## config.mk

```make
export PLATFORM = sky130hd
export DESIGN_NAME = elapsed_calendar_time_unit
export DESIGN_NICKNAME = d
export VERILOG_FILES = /design/src/ect_pkg.sv /design/src/elapsed_calendar_time_unit.sv /design/src/ect_calc.sv
export SDC_FILE = /design/constraint.sdc
export NUM_CORES = 1
export LEC_CHECK = 0
export BUFFER_PORTS_ARGS = -buffer_cell sky130_fd_sc_hd__buf_2
export CAP_MARGIN = 20
export CELL_PAD_IN_SITES_DETAIL_PLACEMENT = 1
export CELL_PAD_IN_SITES_GLOBAL_PLACEMENT = 2
export CORE_AREA = 2 2 143 145
export CTS_BUF_LIST = sky130_fd_sc_hd__clkbuf_4 sky130_fd_sc_hd__clkbuf_8 sky130_fd_sc_hd__clkbuf_16
export CTS_CLUSTER_DIAMETER = 200
export DETAILED_ROUTE_END_ITERATION = 10
export DIE_AREA = 0 0 145 147
export PLACE_DENSITY = 0.95
export SLEW_MARGIN = 40
export SYNTH_ARGS = -nofsm -noshare
export SYNTH_HDL_FRONTEND = slang
export SYNTH_SLANG_ARGS = --single-unit
export TNS_END_PERCENT = 100
```

## constraint.sdc

```tcl
create_clock -name clk -period 18 [get_ports clk]
set_clock_uncertainty 0.05 [all_clocks]
set_input_delay 3.6 -clock clk [delete_from_list [all_inputs] [get_ports clk]]
set_output_delay 3.6 -clock clk [all_outputs]
set_load 0.01 [all_outputs]
```

## src/ect_pkg.sv

```systemverilog
// Package: shared types, register indexes and date arithmetic helpers.
package ect_pkg;

	// Register indexes on the configuration port
	localparam logic [2:0] REG_SECONDS = 3'd0;
	localparam logic [2:0] REG_MINUTES = 3'd1;
	localparam logic [2:0] REG_HOURS   = 3'd2;
	localparam logic [2:0] REG_DAY     = 3'd3;
	localparam logic [2:0] REG_MONTH   = 3'd4;
	localparam logic [2:0] REG_YEAR    = 3'd5;

	localparam int CFG_IDX_W  = 3;
	localparam int CFG_DATA_W = 7;

	// Units and tens-digit masks of the clock registers
	localparam logic [7:0] MASK_UNITS   = 8'h0F;
	localparam logic [7:0] MASK_TENS_SM = 8'h70;
	localparam logic [7:0] MASK_TENS_HD = 8'h30;
	localparam logic [7:0] MASK_TENS_MO = 8'h10;
	localparam logic [7:0] MASK_TENS_YR = 8'hF0;

	localparam logic signed [9:0] MOD_SEC_MIN = 10'sd60;
	localparam logic signed [9:0] MOD_HOURS   = 10'sd24;
	localparam logic signed [9:0] MOD_MONTHS  = 10'sd12;
	localparam logic signed [9:0] HI_SEC_MIN  = 10'sd59;
	localparam logic signed [9:0] HI_HOURS    = 10'sd23;
	localparam logic signed [9:0] HI_DAYS     = 10'sd31;
	localparam logic signed [9:0] HI_MONTHS   = 10'sd11;
	localparam logic signed [9:0] HI_YEARS    = 10'sd99;
	localparam logic signed [9:0] LO_YEARS    = -10'sd100;

	typedef struct packed {
		logic [7:0] sec_reg;
		logic [7:0] min_reg;
		logic [7:0] hour_reg;
		logic [7:0] date_reg;
		logic [7:0] month_reg;
		logic [7:0] year_reg;
	} item_t;

	typedef struct packed {
		logic [5:0]        diff_seconds;
		logic [5:0]        diff_minutes;
		logic [4:0]        diff_hours;
		logic [4:0]        diff_days;
		logic [3:0]        diff_months;
		logic signed [7:0] diff_years;
		logic              is_anniversary;
	} result_t;

	// Reference date registers
	typedef struct packed {
		logic [5:0] seconds;
		logic [5:0] minutes;
		logic [4:0] hours;
		logic [4:0] day;
		logic [3:0] month;
		logic [6:0] year;
	} ref_cfg_t;

	typedef struct packed {
		logic signed [9:0] val;
		logic              borrow;
	} wrap_t;

	// Decode a BCD register: units plus ten times the masked tens digit
	function automatic logic [7:0] bcd_decode(input logic [7:0] r, input logic [7:0] tens_mask);
		logic [7:0] tens;
		tens = (r & tens_mask) >> 4;
		return (r & MASK_UNITS) + tens * 8'd10;
	endfunction

	// Length of the reference month; February has 29 days in leap years of 20yy
	function automatic logic [4:0] month_days(input logic [3:0] m, input logic [6:0] yy);
		logic leap;
		leap = (yy[1:0] == 2'b00) && (yy != 7'd100);
		case (m)
			4'd2:                      month_days = leap ? 5'd29 : 5'd28;
			4'd4, 4'd6, 4'd9, 4'd11:   month_days = 5'd30;
			default:                   month_days = 5'd31;
		endcase
	endfunction

	// Wrap a negative difference by its modulus, flag a borrow, clamp to 0..hi
	function automatic wrap_t wrap_field(input logic signed [9:0] raw,
			input logic signed [9:0] modulus, input logic signed [9:0] hi);
		wrap_t w;
		logic signed [9:0] v;
		w.borrow = raw < 10'sd0;
		v = w.borrow ? raw + modulus : raw;
		if (v < 10'sd0) begin
			w.val = 10'sd0;
		end else if (v > hi) begin
			w.val = hi;
		end else begin
			w.val = v;
		end
		return w;
	endfunction

	// Widen an unsigned byte to a signed working value
	function automatic logic signed [9:0] to_s10(input logic [7:0] x);
		return $signed({2'b00, x});
	endfunction

endpackage

```

## src/elapsed_calendar_time_unit.sv

```systemverilog
// Top level: reference registers, input register and result register.
// An accepted word passes the input register and then the result register before done shows its result.
// Throughput: one word per cycle; busy stays low, the two-register path never stalls.
// The result is shown for one cycle only, since the receiver cannot hold it off.
// Reset (arst_n low, asynchronous) clears the pipeline valid flags and loads the
// reference date 2021-05-31 20:20:00.
module elapsed_calendar_time_unit
	import ect_pkg::*;
(
	input  logic                  clk,
	input  logic                  arst_n,
	input  logic                  start,
	output logic                  busy,
	input  item_t                 item,
	output logic                  done,
	output result_t               result,
	input  logic                  cfg_we,
	input  logic [CFG_IDX_W-1:0]  cfg_index,
	input  logic [CFG_DATA_W-1:0] cfg_data
);

	ref_cfg_t ref_q;
	item_t    item_s1;
	logic     valid_s1;
	result_t  calc;
	result_t  result_q;
	logic     done_q;

	assign busy = 1'b0;

	// Write the reference registers
	always_ff @(posedge clk or negedge arst_n) begin
		if (!arst_n) begin
			ref_q.seconds <= 6'd0;
			ref_q.minutes <= 6'd20;
			ref_q.hours   <= 5'd20;
			ref_q.day     <= 5'd31;
			ref_q.month   <= 4'd5;
			ref_q.year    <= 7'd21;
		end else if (cfg_we) begin
			case (cfg_index)
				REG_SECONDS: ref_q.seconds <= cfg_data[5:0];
				REG_MINUTES: ref_q.minutes <= cfg_data[5:0];
				REG_HOURS:   ref_q.hours   <= cfg_data[4:0];
				REG_DAY:     ref_q.day     <= cfg_data[4:0];
				REG_MONTH:   ref_q.month   <= cfg_data[3:0];
				REG_YEAR:    ref_q.year    <= cfg_data[6:0];
				default: ;
			endcase
		end
	end

	// Track valid words through both stages
	always_ff @(posedge clk or negedge arst_n) begin
		if (!arst_n) begin
			valid_s1 <= 1'b0;
			done_q   <= 1'b0;
		end else begin
			valid_s1 <= start && !busy;
			done_q   <= valid_s1;
		end
	end

	// Capture the input word
	always_ff @(posedge clk) begin
		if (start && !busy) begin
			item_s1 <= item;
		end
	end

	ect_calc u_calc (
		.item    (item_s1),
		.ref_cfg (ref_q),
		.result  (calc)
	);

	// Hold the result word
	always_ff @(posedge clk) begin
		if (valid_s1) begin
			result_q <= calc;
		end
	end

	assign done   = done_q;
	assign result = result_q;

endmodule

```

## src/ect_calc.sv

```systemverilog
// Datapath: decode one clock snapshot and subtract the reference with borrow.
module ect_calc
	import ect_pkg::*;
(
	input  item_t    item,
	input  ref_cfg_t ref_cfg,
	output result_t  result
);

	logic [7:0] cs, cm, ch, cd, cmo, cy;
	logic [4:0] dim;
	logic signed [9:0] raw_y, dy;
	wrap_t ws, wm, wh, wd, wmo;

	// Decode the BCD fields
	assign cs  = bcd_decode(item.sec_reg,   MASK_TENS_SM);
	assign cm  = bcd_decode(item.min_reg,   MASK_TENS_SM);
	assign ch  = bcd_decode(item.hour_reg,  MASK_TENS_HD);
	assign cd  = bcd_decode(item.date_reg,  MASK_TENS_HD);
	assign cmo = bcd_decode(item.month_reg, MASK_TENS_MO);
	assign cy  = bcd_decode(item.year_reg,  MASK_TENS_YR);

	assign dim = month_days(ref_cfg.month, ref_cfg.year);

	// Ripple the borrow from seconds up to years
	always_comb begin
		ws  = wrap_field(to_s10(cs) - to_s10({2'b00, ref_cfg.seconds}),
			MOD_SEC_MIN, HI_SEC_MIN);
		wm  = wrap_field(to_s10(cm) - to_s10({2'b00, ref_cfg.minutes})
			- $signed({9'd0, ws.borrow}), MOD_SEC_MIN, HI_SEC_MIN);
		wh  = wrap_field(to_s10(ch) - to_s10({3'd0, ref_cfg.hours})
			- $signed({9'd0, wm.borrow}), MOD_HOURS, HI_HOURS);
		wd  = wrap_field(to_s10(cd) - to_s10({3'd0, ref_cfg.day})
			- $signed({9'd0, wh.borrow}), $signed({5'd0, dim}), HI_DAYS);
		wmo = wrap_field(to_s10(cmo) - to_s10({4'd0, ref_cfg.month})
			- $signed({9'd0, wd.borrow}), MOD_MONTHS, HI_MONTHS);
		raw_y = to_s10(cy) - to_s10({1'b0, ref_cfg.year}) - $signed({9'd0, wmo.borrow});
		if (raw_y < LO_YEARS) begin
			dy = LO_YEARS;
		end else if (raw_y > HI_YEARS) begin
			dy = HI_YEARS;
		end else begin
			dy = raw_y;
		end
	end

	// Pack the result word
	always_comb begin
		result.diff_seconds   = ws.val[5:0];
		result.diff_minutes   = wm.val[5:0];
		result.diff_hours     = wh.val[4:0];
		result.diff_days      = wd.val[4:0];
		result.diff_months    = wmo.val[3:0];
		result.diff_years     = dy[7:0];
		result.is_anniversary = (cmo == {4'd0, ref_cfg.month}) && (cd == {3'd0, ref_cfg.day})
			&& (ch == {3'd0, ref_cfg.hours}) && (cm == {2'd0, ref_cfg.minutes});
	end

endmodule

```

==> out/qor.yml, run 1 <==
outcome:
  outcome: "finished, final reports clean"
worst_setup_path:
  start_kind: "flip-flop"
  path_class: "flip-flop to flip-flop"
  critPathMaxFanout: 9
  arrival_ns: 9.93
  cp.depth: 33
  crit_family: "compound AO/OA/AOI/OAI gates"
  cpMaxStageDelayCell: "or4_1"
  worst_ep_required_time_ns: 18.05
  crit_buf_inv: 2
  cpMostUsedCell: "ha_1"
  r2r_cells: 33
  slowest_delay_ns: 0.60
  end_kind: "flip-flop"
global_routing:
  grt_busiest_layer: "met2"
  grt_pass1_vias: 6422
  grt_overflow: 0
  grt_usage_pct: 18.8
  grt.met2_usage_pct: 32.8
  met1_usage_pct: 23.6
  grt_first_pass_wirelength_um: 32200
  antenna_found_initial: 3
  grt_max_degree: 41
  met3_usage_pct: 3.26
clock_tree:
  cts_resized: 0
  postCtsHoldBufs: 0
  postCtsSetupRepairBufs: 0
  cts_tree: "yes"
  h-tree-depth: 3
  cts.clk_slew.worst_paths_ns: 0.08
  clk_latency_ns: 0.37
  numCtsBuffers: 9
  cts-root-buf: "clkbuf_16"
  clk_path_buf_depth: 2
  cts_sinks: 109
worst_hold_path:
  holdCritPathClass: "flip-flop to flip-flop"
  min_path_cells: 2
routing:
  antenna_left: 0
  drt-pass1-iter-count: 4
  drt_iter0_drc: 248
  wl_per_cell_um: 17.0
  via_per_inst: 5.32
  routed_wl_um: 19500
  drc: 0
  num_vias: 6114
synth:
  seq_area_frac_synth_pct: 39.2
  syn_area_um2: 7950
  yosys.cell_types.count: 75
  yosysTopAreaCell: "edfxtp_1"
  synthArstFlopShare_pct: 32.1
  synth_nets: 933
  synth_top_area_share_pct: 28.0
  synth_area_leaders: "edfxtp_1 28%, ha_1 12%, dfrtp_1 6.6%"
  netlist_top_cells_count: "78 x ha_1, 78 x inv_1, 74 x edfxtp_1, 62 x a21oi_1, 47 x nor2_1"
  yosys_warnings: 0
  synth-edff-count: 74
  syn_inst: 777
  ys.flop_type: "edfxtp_1"
  synth-seq-cells: 109
  syn_avg_cell_area_um2: 10.2
die:
  start_util_pct: 40.1
  die_area_um2: 21300
  placementRows: 52
  die_y_um: 147
  die_width_um: 145
  coreArea_um2: 19800
  io_pins: 99
final_layout:
  fin_area_um2: 9030
  multi_input_area_um2: 4500
  fillers: 2249
  fin_util_pct: 45.5
  syn_to_final_growth_pct: 13.6
  drive_gt1_share_pct: 17.7
  seqCellArea_um2: 3120
  fin_nets: 1028
timing:
  relSlewSlack_pct: 48.2
  finalHoldViolCount: 0
  worst_pin_slew_ns: 0.771
  slew_viol_final: 0
  fin_tns_setup_ns: 0
  max_freq_ghz: 0.101
  period_share_pct: 54.9
  setup_viol: 0
  period_needed_ns: 9.87
  rsz0062_at_grt: "no"
pwr:
  comb_power_share_pct: 59.7
  pwr-share-clk_pct: 14.0
  p_switching_mw: 0.648
  p_int_mw: 0.831
  vdd_drop_max_mv: 0.0993
  p_sw_share_pct: 43.8
  powerDensity_nw_per_um2: 164
  power.leakage_nw: 3.88
  power_frac_seq_pct: 26.3
placed_design:
  place.gp.congestion: 0.802
  port_buffers: 88
  place_area_um2: 8720
  hpwl_um: 15400
flow_run:
  maxCapViolCount: 0
[layout by cell type (no fill, tap or decap), drive strengths merged, types with 6 or more instances in the layout]
cell	synthesis	final
and2	6	6
or3	9	9
nand3	17	17
xor2	26	26
inv	78	81
edfxtp	74	74
a31oi	9	9
nor2b	11	11
clkbuf	6	10
mux2	20	20
nor3	16	16
xnor2	32	32
dfstp	14	14
o31ai	8	8
ha	78	78
nor4	7	7
o21bai	6	6
nand2	43	43
buf	2	92
o21ai	40	40
fa	16	16
a21o	15	15
a21oi	64	64
nor3b	8	8
o211ai	6	6
and3	8	8
nor2	47	47
o21a	12	12
dfrtp	21	21
[stage by stage]
stage | setup WS [ns] | hold WS, ns | cells | total power, mW
6_report | 8.13 | 0.465 | 1150 | 1.48
3_3_place_gp | 8.24 | 0.453 | 1131 | 1.24
5_1_grt | 7.42 | 0.522 | 1148 | 1.61
2_1_floorplan | 9.53 | 0.430 | 777 | 1.06
3_5_place_dp | 8.08 | 0.459 | 1131 | 1.27
4_1_cts | 8.05 | 0.470 | 1147 | 1.49
[flip-flops by register name, summed over array words and instances (netlist names)]
name	cells
result	35
ref_q	33
done	1
valid_s1	1
item_s1	39
[routing by layer]
| metal | wire [um] | vias up |
|---|---|---|
| li1 | - | 3042 |
| met3 | 623 | 26 |
| met1 | 8950 | 2967 |
| met4 | 453 | 0 |
| met2 | 9520 | 79 |
| met5 | 0 | - |
[power groups by stage]
stage	logic, mW	registers, mW	clock network (mW)
finish	0.883	0.389	0.207
floorplan	0.645	0.410	0
CTS	0.889	0.390	0.212
detailed placement	0.880	0.394	0
global route	0.993	0.397	0.218
global placement	0.850	0.392	0
[final cells by class]
class	instances	area share, %
Clock buffer	10	2.77
Multi-Input combinational cell	582	49.8
Antenna cell	3	0.0831
Timing Repair Buffer	92	5.26
Inverter	78	3.24
Sequential cell	109	34.5
Clock inverter	6	0.582
Tap cell	270	3.74
[logic make-up (layout without fill, tap and decap cells)]
| family | count (synthesis) | after routing | synth area share, % |
|---|---|---|---|
| compound gates | 210 | 210 | 17.6 |
| simple gates | 195 | 195 | 12.6 |
| flops | 109 | 109 | 39.2 |
| fa+ha+maj | 94 | 94 | 16.3 |
| buf+inv | 86 | 186 | 4.22 |
| xor+xnor | 60 | 60 | 6.96 |
| mux | 22 | 22 | 3.09 |
| other cells | 1 | 4 | 0.0472 |
[tightest hold or removal path: stages (launching register included)]
cell     delay (ns)
dfstp_2        0.36
inv_1          0.07
o21ai_0        0.09
[worst paths after layout]
path	endpoint	slack (ns)	start
worst min register to register	ref_q[25]	0.47	ref_q[25]
worst min-delay path	ref_q[25]	0.47	ref_q[25]
worst max register to register	result[1]	8.13	item_s1[44]
min in group asynchronous	ref_q[10]	3.13	arst_n
worst max-delay path	result[1]	8.13	item_s1[44]
max in group asynchronous	ref_q[20]	14.42	arst_n
Power figures use the tool's default switching activity.
==> run 2: changes to the inputs <==
Settings changed: CORE_AREA 2 2 143 145 to 2 2 148 150, DIE_AREA 0 0 145 147 to 0 0 150 152, PLACE_DENSITY 0.95 to 0.91.
Clock period 18 ns to 10.1 ns, I/O delays scaled along.
==> run 2 against run 1 <==
Net effect:
- clock power grew 68%
- largest power group unchanged
- worst setup slack lost 7.4 ns
- register-to-register slack lost 7.4 ns
- critical endpoint unchanged
- final area grew 0.24%
- routed wire length shrank 2.6%
- highest routed layer unchanged
- sequential share of layout area shrank 0.081 points
- maximum frequency grew 5.2%
- global-route usage shrank 1.6 points
- final cell count grew 1.1%
- critical path type unchanged
- flip-flop and latch count is the same
==> out/qor.yml, run 2 (synthesis results as in run 1) <==
outcome:
  outcome: "finished, final reports clean"
pwr:
  comb_power_share_pct: 60.3
  powerDensity_nw_per_um2: 289
  p_int_mw: 1.47
  p_sw_share_pct: 43.6
  pwr-share-clk_pct: 13.3
  power.leakage_nw: 3.89
  power_frac_seq_pct: 26.4
  p_switching_mw: 1.14
  vdd_drop_max_mv: 0.0854
  finalPower_mw: 2.61
die:
  start_util_pct: 37.2
  die_area_um2: 22800
  placementRows: 54
  die_width_um: 150
  io_pins: 99
  coreArea_um2: 21400
  die_y_um: 152
timing:
  fin_tns_setup_ns: 0
  relSlewSlack_pct: 48.8
  setup_slack_ns: 0.717
  slew_viol_final: 0
  worst_pin_slew_ns: 0.761
  finalHoldViolCount: 0
  rsz0062_at_grt: "no"
  period_needed_ns: 9.38
  whs_ns: 0.462
  setup_viol: 0
  max_freq_ghz: 0.107
  period_share_pct: 92.9
final_layout:
  syn_to_final_growth_pct: 13.9
  fin_cells: 1163
  layout_commonest_cell: "buf_2"
  largest_register_ffs: 39
  fin_nets: 1033
  top_register: "item_s1"
  drive_gt1_share_pct: 18.0
  layout_common_cells: "86 x buf_2, 78 x inv_1, 78 x ha_1"
  fin_util_pct: 42.4
  fin_area_um2: 9050
worst_setup_path:
  end_kind: "flip-flop"
  slowest_delay_ns: 0.62
  cpMostUsedCell: "ha_1"
  crit_family: "compound AO/OA/AOI/OAI gates"
  cpMaxStageDelayCell: "or4_1"
  worst_ep_required_time_ns: 10.13
  start_kind: "flip-flop"
  path_class: "flip-flop to flip-flop"
  arrival_ns: 9.42
  critPathMaxFanout: 7
  crit_buf_inv: 2
routing:
  num_vias: 6116
  wl_per_cell_um: 16.4
  drt_iter0_drc: 226
  via_per_inst: 5.26
  drt-pass1-iter-count: 4
  routed_wl_um: 19000
  antenna_left: 0
  drc: 0
placed_design:
  hpwl_um: 15200
  dp_cells: 1144
  place.gp.congestion: 0.812
  place_area_um2: 8750
  dp_slack_ns: 0.539
  port_buffers: 88
global_routing:
  grt_usage_pct: 17.2
  grt_overflow: 0
  grt_pass1_vias: 6449
  grt_max_degree: 41
  antenna_found_initial: 1
  grt_first_pass_wirelength_um: 31400
clock_tree:
  h-tree-depth: 3
  cts_tree: "yes"
  clk_latency_ns: 0.36
  postCtsHoldBufs: 0
  numCtsBuffers: 9
  cts_sinks: 109
  cts-root-buf: "clkbuf_16"
  clk_path_buf_depth: 2
  cts.clk_slew.worst_paths_ns: 0.07
flow_run:
  maxCapViolCount: 0
worst_hold_path:
  holdCritPathClass: "flip-flop to flip-flop"
[run 2: per-layer routing]
metal,wire length [um],share of wire [%],GRT usage (%),vias up
met3,657,3.5,2.91,17
met2,9440,50,29.7,91
li1,-,-,-,3043
met4,255,1.3,4.00,0
met1,8680,46,22.4,2965
met5,0,0,0,-
[run 2: path summary, 6_finish.rpt]
path                             startpoint         to  slack, ns  cells after the start
worst max-delay path            item_s1[46]  result[1]       0.72                     33
worst min-delay path              ref_q[23]  ref_q[23]       0.46                      2
worst max register to register  item_s1[46]  result[1]       0.72                     33
worst min register to register    ref_q[23]  ref_q[23]       0.46                      2
max in group asynchronous            arst_n   ref_q[2]       8.10                      1
min in group asynchronous            arst_n  ref_q[24]       1.55                      1
[run 2: what timing repair did]
item                                   4_1_cts  5_1_grt
endpoints found under the hold margin        0        0
gates resized for setup                      0        0
setup buffers                                0        2
setup endpoints to repair                    0        5
[run 2: cell type report]
class / count / area, um^2
clock inverters: 7 / 56.3
repair buffers: 97 / 513
diodes: 1 / 2.50
flip-flops and latches: 109 / 3120
clock buffers: 9 / 225
fillers: 2511 / 12300
multi-input cells: 582 / 4500
well taps: 280 / 350
inverters: 78 / 293
[run 2: tightest hold or removal path, delay by kind of cell, from the launching register on]
kind | cells | cell delay [ns]
buffers and inverters | 1 | 0.06
AOI/OAI and AO/OA | 1 | 0.08
DFF | 1 | 0.37
[run 2: power by group through the flow]
stage          registers [mW]  clock network [mW]  logic, mW
4_1_cts                 0.693               0.361       1.58
3_3_place_gp            0.698                   0       1.52
2_1_floorplan           0.731                   0       1.15
5_1_grt                 0.703               0.379       1.78
3_5_place_dp            0.702                   0       1.57
6_report                0.690               0.348       1.57
==> run 3: changes to the inputs <==
Settings changed: PLACE_DENSITY 0.91 to 0.9, RECOVER_POWER from default to 50.
==> run 3 against run 2 <==
Net effect:
- the run now ends with capacitance limit, slew limit left
- power up 0.19%
- die area unchanged
- final cell count down 0.17%
- largest cell class unchanged
- non-clock buffer count down 3
- final area down 0.23%
==> out/qor.yml, run 3 (synthesis results as in run 1) <==
timing:
  setup_slack_ns: 0.673
  slew_viol_final: 77
  relSlewSlack_pct: -70.4
  fin_tns_setup_ns: 0
  worst_pin_slew_ns: 2.56
  period_share_pct: 93.3
  setup_viol: 0
  rsz0062_at_grt: "no"
  period_needed_ns: 9.43
  max_freq_ghz: 0.106
  whs_ns: 0.465
  finalHoldViolCount: 0
final_layout:
  drive_gt1_share_pct: 17.5
  largest_register_ffs: 39
  fin_cells: 1161
  fin_area_um2: 9030
  top_register: "item_s1"
  syn_to_final_growth_pct: 13.6
  fin_util_pct: 42.3
  layout_commonest_cell: "buf_2"
  fin_nets: 1030
  layout_common_cells: "85 x buf_2, 78 x inv_1, 78 x ha_1"
die:
  coreArea_um2: 21400
  start_util_pct: 37.2
  io_pins: 99
  die_area_um2: 22800
  die_y_um: 152
  die_width_um: 150
  placementRows: 54
worst_setup_path:
  critPathMaxFanout: 7
  worst_ep_required_time_ns: 10.15
  slowest_delay_ns: 0.62
  end_kind: "flip-flop"
  arrival_ns: 9.48
  r2r-start: "item_s1[46]"
  crit_start: "item_s1[46]"
  cpMaxStageDelayCell: "or4_1"
  path_class: "flip-flop to flip-flop"
  cpMostUsedCell: "ha_1"
  start_kind: "flip-flop"
pwr:
  pwr-share-clk_pct: 13.3
  comb_power_share_pct: 60.3
  p_switching_mw: 1.15
  power_frac_seq_pct: 26.5
  p_sw_share_pct: 43.9
  powerDensity_nw_per_um2: 290
  vdd_drop_max_mv: 0.0841
  p_int_mw: 1.47
  finalPower_mw: 2.62
  power.leakage_nw: 3.86
routing:
  antenna_left: 0
  wl_met3_um: 617
  drt-pass1-iter-count: 4
  drt_iter0_drc: 203
  wl_per_cell_um: 16.6
  wl_met1_um: 8870
  via_per_inst: 5.28
  top_layer_used: "met5"
  num_vias: 6131
  drc: 0
  wl_met2_um: 9580
  routed_wl_um: 19300
clock_tree:
  h-tree-depth: 3
  cts_tree: "yes"
  cts_sinks: 109
  numCtsBuffers: 9
  cts-root-buf: "clkbuf_16"
  clk_latency_ns: 0.36
  cts.clk_slew.worst_paths_ns: 0.08
  postCtsHoldBufs: 0
  clk_path_buf_depth: 2
placed_design:
  port_buffers: 88
  place_area_um2: 8740
  dp_cells: 1142
  dp_slack_ns: 0.332
  hpwl_um: 15200
  place.gp.congestion: 0.817
global_routing:
  grt_first_pass_wirelength_um: 31400
  grt_overflow: 0
  antenna_found_initial: 1
  grt_usage_pct: 17.2
  grt_pass1_vias: 6412
  grt_max_degree: 41
flow_run:
  maxCapViolCount: 2
worst_hold_path:
  holdCritPathClass: "flip-flop to flip-flop"
  holdCritStartpoint: "ref_q[20]"
outcome:
  violations: "capacitance limit, slew limit"
  outcome: "complete, but fails checks"
-- run 3: cell types whose count changed in the layout (fill, tap and decap cells not counted), sizes merged --
cell,delta
clkbuf,+5
clkinvlp,+1
buf,-7
inv,-3
diode,+1
clkinv,+1
-- run 3: final timing paths --
check	end	cells past startpoint	slack, ns
min in group asynchronous	ref_q[19]	1	2.10
worst min-delay path	ref_q[20]	2	0.47
max in group asynchronous	ref_q[31]	1	6.84
worst max-delay path	result[1]	33	0.67
worst max register to register	result[1]	33	0.67
worst min register to register	ref_q[20]	2	0.47
-- run 3: layout make-up --
cell class / instances / area, um^2
multi-input cells: 582 / 4510
well taps: 280 / 350
clock buffers: 10 / 233
repair buffers: 94 / 478
flip-flops and latches: 109 / 3120
inverters: 78 / 293
diodes: 2 / 5.00
fillers: 2448 / 12300
clock inverters: 6 / 48.8
-- run 3: worst max-delay path: cells and delay by family (launching register included) --
kind	cells	cell delay, ns
AO/OA/AOI/OAI	12	3.29
XOR/XNOR	1	0.17
adder cells (fa/ha/maj)	9	2.41
buffers and inverters	2	0.30
flip-flops	1	0.47
AND/OR/NAND/NOR	9	2.46
-- run 3: power by group through the flow --
stage	combinational, mW	clock [mW]	sequential, mW
after floorplan	1.15	0	0.731
after CTS	1.58	0.358	0.694
final	1.58	0.348	0.692
after detailed placement	1.57	0	0.703
after global placement	1.52	0	0.698
after global routing	1.78	0.375	0.706
-- run 3: timing repair --
action | in CTS | in global routing
endpoints found under the setup margin | 0 | 7
hold endpoints to repair | 0 | 0
setup buffers | 0 | 1
resized for setup | 0 | 1
-- run 3: metal layers --
metal  vias to the layer above  GRT usage, %
met4                         2          4.31
met2                        85          29.4
met5                         -             0
met1                      2988          22.5
li1                       3038             -
met3                        18          3.21
